File: config.mk
export PLATFORM = sky130hd
export DESIGN_NAME = obbq_cfg
export DESIGN_NICKNAME = d
export VERILOG_FILES = /design/src/hdl/obbq_pkg.sv /design/src/hdl/obbq_cfg.sv
export SDC_FILE = /design/constraint.sdc
export NUM_CORES = 1
export LEC_CHECK = 0
export BUFFER_PORTS_ARGS = -buffer_cell sky130_fd_sc_hd__buf_2
export CAP_MARGIN = 10
export CELL_PAD_IN_SITES_DETAIL_PLACEMENT = 1
export CELL_PAD_IN_SITES_GLOBAL_PLACEMENT = 1
export CORE_MARGIN = 3
export CORE_UTILIZATION = 41
export DETAILED_ROUTE_END_ITERATION = 7
export GPL_ROUTABILITY_DRIVEN = 1
export GPL_TIMING_DRIVEN = 0
export MAX_ROUTING_LAYER = met4
export PLACE_DENSITY = 0.81
export SYNTH_ARGS = -nofsm -noshare
export SYNTH_HDL_FRONTEND = slang
export SYNTH_SLANG_ARGS = --single-unit
File: constraint.sdc
create_clock -name clk -period 1.1 [get_ports clk]
set_clock_uncertainty 0.15 [all_clocks]
set_input_delay 0.11 -clock clk [delete_from_list [all_inputs] [get_ports clk]]
set_output_delay 0.11 -clock clk [all_outputs]
set_load 0.005 [all_outputs]
File: src/hdl/obbq_pkg.sv
// obbq_pkg: widths, register codes and word types for the oriented box point query
// no dependencies; imported by every module of the block
`timescale 1ns / 1ps
`default_nettype none

package obbq_pkg;

	// number format
	localparam int FRAC_BITS = 16;
	localparam int COORD_W   = 32;
	localparam int AXIS_W    = 18;
	localparam int EXT_W     = 31;

	// derived datapath widths
	localparam int DIFF_W  = COORD_W + 1;          // point minus center
	localparam int PROD_W  = DIFF_W + AXIS_W;      // difference times axis
	localparam int SUM_W   = PROD_W + 1;           // dot product
	localparam int LOC_W   = SUM_W - FRAC_BITS;    // local coordinate after rescale
	localparam int K_W     = EXT_W + 1;            // clamped local coordinate
	localparam int KPROD_W = K_W + AXIS_W;
	localparam int KSUM_W  = KPROD_W + 1;
	localparam int OFS_W   = KSUM_W - FRAC_BITS;   // world offset from center
	localparam int WSUM_W  = OFS_W + 1;            // center plus offset
	localparam int SQ_W    = 2 * COORD_W;
	localparam int R2_W    = 2 * EXT_W;
	localparam int IDX_W   = 3;

	localparam logic [AXIS_W-1:0] AXIS_ONE = AXIS_W'(1 << FRAC_BITS);
	localparam logic [EXT_W-1:0]  EXT_ONE  = EXT_W'(1 << FRAC_BITS);

	typedef enum logic [IDX_W-1:0] {
		REG_CENTER_X    = 3'd0,
		REG_CENTER_Y    = 3'd1,
		REG_RIGHT_X     = 3'd2,
		REG_RIGHT_Y     = 3'd3,
		REG_HALF_WIDTH  = 3'd4,
		REG_HALF_HEIGHT = 3'd5
	} reg_idx_t;

	typedef struct packed {
		logic signed [COORD_W-1:0] point_x;
		logic signed [COORD_W-1:0] point_y;
		logic [EXT_W-1:0]          disc_radius;
	} in_word_t;

	typedef struct packed {
		logic signed [COORD_W-1:0] closest_x;
		logic signed [COORD_W-1:0] closest_y;
		logic                      inside_box;
		logic                      disc_overlaps;
	} out_word_t;

	typedef struct packed {
		logic signed [COORD_W-1:0] center_x;
		logic signed [COORD_W-1:0] center_y;
		logic signed [AXIS_W-1:0]  right_x;
		logic signed [AXIS_W-1:0]  right_y;
		logic [EXT_W-1:0]          half_width;
		logic [EXT_W-1:0]          half_height;
	} cfg_t;

	// projection stage to reconstruction stage
	typedef struct packed {
		logic                      valid;
		logic signed [K_W-1:0]     kx;
		logic signed [K_W-1:0]     ky;
		logic                      in_box;
		logic signed [COORD_W-1:0] px;
		logic signed [COORD_W-1:0] py;
		logic [EXT_W-1:0]          rad;
	} proj_t;

	// reconstruction stage to distance stage
	typedef struct packed {
		logic                      valid;
		logic signed [COORD_W-1:0] wx;
		logic signed [COORD_W-1:0] wy;
		logic                      in_box;
		logic signed [COORD_W-1:0] px;
		logic signed [COORD_W-1:0] py;
		logic [EXT_W-1:0]          rad;
	} recon_t;

endpackage

`default_nettype wire

File: src/hdl/obbq_cfg.sv
// obbq_cfg: box setup registers behind the plain write port
// depends on obbq_pkg
`timescale 1ns / 1ps
`default_nettype none

module obbq_cfg import obbq_pkg::*; (
	input  wire logic               clk,
	input  wire logic               arst_n,
	input  wire logic               wr_en,
	input  wire logic [IDX_W-1:0]   wr_index,
	input  wire logic [COORD_W-1:0] wr_data,
	output cfg_t                    cfg
);

	cfg_t cfg_q;

	always_ff @(posedge clk or negedge arst_n) begin
		if (!arst_n) begin
			cfg_q.center_x    <= '0;
			cfg_q.center_y    <= '0;
			cfg_q.right_x     <= AXIS_ONE;
			cfg_q.right_y     <= '0;
			cfg_q.half_width  <= EXT_ONE;
			cfg_q.half_height <= EXT_ONE;
		end else if (wr_en) begin
			unique case (reg_idx_t'(wr_index))
				REG_CENTER_X:    cfg_q.center_x    <= wr_data[COORD_W-1:0];
				REG_CENTER_Y:    cfg_q.center_y    <= wr_data[COORD_W-1:0];
				REG_RIGHT_X:     cfg_q.right_x     <= wr_data[AXIS_W-1:0];
				REG_RIGHT_Y:     cfg_q.right_y     <= wr_data[AXIS_W-1:0];
				REG_HALF_WIDTH:  cfg_q.half_width  <= wr_data[EXT_W-1:0];
				REG_HALF_HEIGHT: cfg_q.half_height <= wr_data[EXT_W-1:0];
				default: ; // unused index, write dropped
			endcase
		end
	end

	assign cfg = cfg_q;

endmodule

`default_nettype wire

==> After elaboration in Yosys (flattened, before gate mapping) <==
Cells that the tools add are included.
{ "word_totals": {"reg_bits": 162, "output_inout_bits": 162, "wordCells": 18} }
{ "op_classes": {"eq_ne": 5, "reduce_logical": 7} }
{ "ops": {"columns": ["cell", "count"], "rows": [
  ["$reduce_and 2->1", 6],
  ["$eq 3x2->1 const B", 2],
  ["$eq 3x3->1 const B", 2],
  ["$eq 3x1->1 const B", 1],
  ["$logic_not 3->1", 1]
]} }

==> Depth between registers and ports, before layout <==
{ "depth": {"ltp_word": 2, "depth_mapped": 4, "ltp_nobuf": 2} }

==> Worst setup path before layout <==
No wires, ideal clock.
{ "synth_path": {"path_kind": "in2reg", "start": "input wr_index[1]", "end": "register cfg_q (netlist bit cfg[151])", "arrival_time_ns": 1.013, "path_slack_ns": -0.188, "stages": 3, "cell_sequence": "nor4b_4 > buf_4 > mux2_2"} }
{ "synth_between": {"elab_chain_cells": 2} }
{ "synth_rtl": {"columns": ["element", "line_no", "text"], "rows": [
  ["start: declaration", "obbq_cfg.sv:10", "input wire logic [IDX_W-1:0] wr_index,"],
  ["$logic_not 3->1", "obbq_cfg.sv:26", "unique case (reg_idx_t'(wr_index))"],
  ["$reduce_and 2->1 (no source line)", null, null],
  ["end: declaration", "obbq_cfg.sv:15", "cfg_t cfg_q;"]
]} }
No other way between the ends.
A chain may end at the register's enable or synchronous reset.

==> Worst setup path after layout <==
{ "layout_path": {"start": "register cfg_q (netlist bit cfg[16])", "end": "output cfg[16] (netlist name)"} }
{ "layout_lines": {"columns": ["element", "line_no", "text"], "rows": [
  ["end: declaration", "obbq_cfg.sv:12", "output cfg_t cfg"]
]} }
No word-level cell between the ends.

==> qor.txt <==
outcome -> finished with violations
failing checks -> negative hold slack, negative setup slack
Synth Flop Type -> dfrtp_1
hold slack -> -587 ps
layout cell share with drive strength beyond 1 -> 72.4%
EDFF count, synth -> 0
CP max FO -> 2
non-filler instance count after layout -> 895
P_leak -> 4.84 nW
final hold vios -> 103
max FFs per register -> 162
# fillers -> 1339
Seq pwr share -> 41.7%
GP Congestion -> 0.774
first-pass GRT wire length -> 29.3 mm
Switching Fraction -> 27.1%
crit end category -> output port
Vias -> 4490
die area -> 0.0163 mm²
worst r2r src -> cfg[35]
Worst setup SP type -> flop
Gate Count Post-Synth -> 346
count leader, synth -> dfrtp_1
initial antenna violation count -> 0
fin crit period -> 1320 ps
post-DR vias/cell -> 5.02
Area growth syn-to-layout -> 59.0%
Clock Sinks -> 162
Worst Reg-to-Reg Cells -> 3
crit-path leading delay family -> flip-flops
Yosys reg bits -> 162
wl on met1 -> 8.56 mm
overall routed net length -> 21.7 mm
Clk pwr share -> 29.9%
sum of negative setup slack -> -18240 ps
Synth area leaders -> dfrtp_1 65%, mux2_2 29%, dfstp_2 1.3%, mux2_1 1.1%, buf_6 0.93%
sequential area share after synthesis -> 66.7%
post-route ant nets -> 0
CP Launch Point -> cfg[16]
WL/cell -> 24.3 µm
commonest cells in the netlist -> 159 x dfrtp_1, 156 x mux2_2, 7 x buf_2
Initial DRC Count -> 215
Setup CP Type -> flop to output port
DRC -> 0
Psw -> 5.30 mW
CTS tree -> done
Clock Tree Buf Depth -> 2
top cell type by total area after synthesis -> dfrtp_1
clock-pin slew on the worst setup and hold paths -> 60 ps
hpwl dp -> 11.6 mm
Worst Path Required -> 840 ps
1st-pass router iterations -> 5
cell area after synthesis -> 0.00609 mm²
cts hold-fix bufs -> 32
DR WL met2 -> 11.3 mm
HP Class -> input port to asynchronous set/reset pin
dpl ws -> -621 ps
gr ovfl total -> 0
Placed Cells -> 727
IO buf count -> 199
Final Util -> 68.1%
num rows -> 43
Highest Signal Layer -> met4
Final Cell Area -> 0.00967 mm²
Synth Net Count -> 384
setup ws final -> -220 ps
Final Net Count -> 741
pin count of the biggest net entering global routing -> 76
Ant. Diodes -> 0
gr usage total -> 24.5%
share of the synthesized area in the top cell type -> 65.4%
Clock Latency Late Sink -> 410 ps
Max IR drop VDD -> 1160 µV
Cell Chain, Critical Path -> buf_2
top-level I/O count -> 200
die width -> 128 µm
Slew Limit Fails -> 0
Core Box Area -> 0.0142 mm²
die height -> 128 µm
metal3 WL -> 1.07 mm
Syn. warnings -> 0
vias in the first global route -> 4933
max_slew headroom -> 74.2%
crit path to -> cfg[16]
H-tree Lvls -> 4
unrepaired setup endpoints after global routing -> yes
max_cap viols -> 0
critical path depth -> 1
slowest cell delay on critical path -> 540 ps
combinational power share -> 28.4%
Final Power -> 19.6 mW
FF-to-FF setup slack -> -90 ps
internal power -> 14.3 mW
Power Density -> 2020 mW/mm²
Buf/Inv on CP -> 1
CP Data Arrival Time -> 1060 ps
period utilization -> 120%
f_max -> 758 MHz
DP Area -> 0.00763 mm²
CTS root buf -> clkbuf_16
Least-Margin Pin Slew -> 386 ps
slowest stage cell, crit path -> dfstp_2
Initial Util -> 42.8%
Syn Area/Cell -> 17.6 µm²
final setup vio count -> 203
asr flop ratio synth -> 100%
Worst R2R End -> cfg[35]
CTS Buf Count -> 17
library cells used by synthesis -> 12
[worst min path at each step]
stage,from,to,slack [ps],cells past startpoint
after floorplan,arst_n,cfg[0],-340,0
after global placement,wr_data[31],cfg[129],210,2
after detailed placement,arst_n,cfg[88],-140,1
after CTS,arst_n,cfg[91],-590,1
after global routing,arst_n,cfg[88],-580,1
final,arst_n,cfg[91],-590,1
[cell usage in the layout (no fill, tap or decap), drive strengths merged]
master and instances:
dfrtp 159, nor4bb 1, and4bb 2, dfstp 3, nor4b 1, inv 1, clkbuf 26, dlygate4sd3 32
nand4b 2, clkinvlp 3, bufinv 2, clkinv 3, buf 318, mux2 162
[cell families after synthesis]
family                 after synthesis  synth area share, %
buffers and inverters               16                 1.99
multiplexers                       162                 30.0
flip-flops                         162                 66.7
AND/OR/NAND/NOR                      6                 1.36
[final cells by class]
cell class / count / area, µm² / area share (%)
plain buffers: 16 / 210 / 2.17
clock buffers: 22 / 464 / 4.80
clock inverters: 9 / 106 / 1.10
multi-input cells: 168 / 2250 / 23.3
flip-flops and latches: 162 / 4060 / 41.9
well taps: 180 / 225 / 2.33
repair buffers: 338 / 2360 / 24.4
[layer usage]
metal | vias to the layer above | GRT usage [%]
met5 | - | -
met4 | 0 | 9.61
met3 | 42 | 5.13
met2 | 182 | 42.3
met1 | 2329 | 27.9
li1 | 1937 | -
[power by group through the flow]
stage	Combinational [mW]	Clock (mW)	Sequential [mW]
after floorplan	1.51	0	8.14
after global placement	3.51	0	8.01
after global routing	5.90	6.22	8.28
after detailed placement	3.70	0	8.11
after CTS	4.66	5.90	7.98
final	5.56	5.84	8.16
[what timing repair did]
item | CTS | global route
hold endpoints to repair | 265 | 103
setup endpoints to repair | 225 | 260
resized for setup | 11 | 68
cloned | 0 | 3
pin swaps | 2 | 1
setup buffers | 67 | 57
Power figures use the tool's default switching activity.
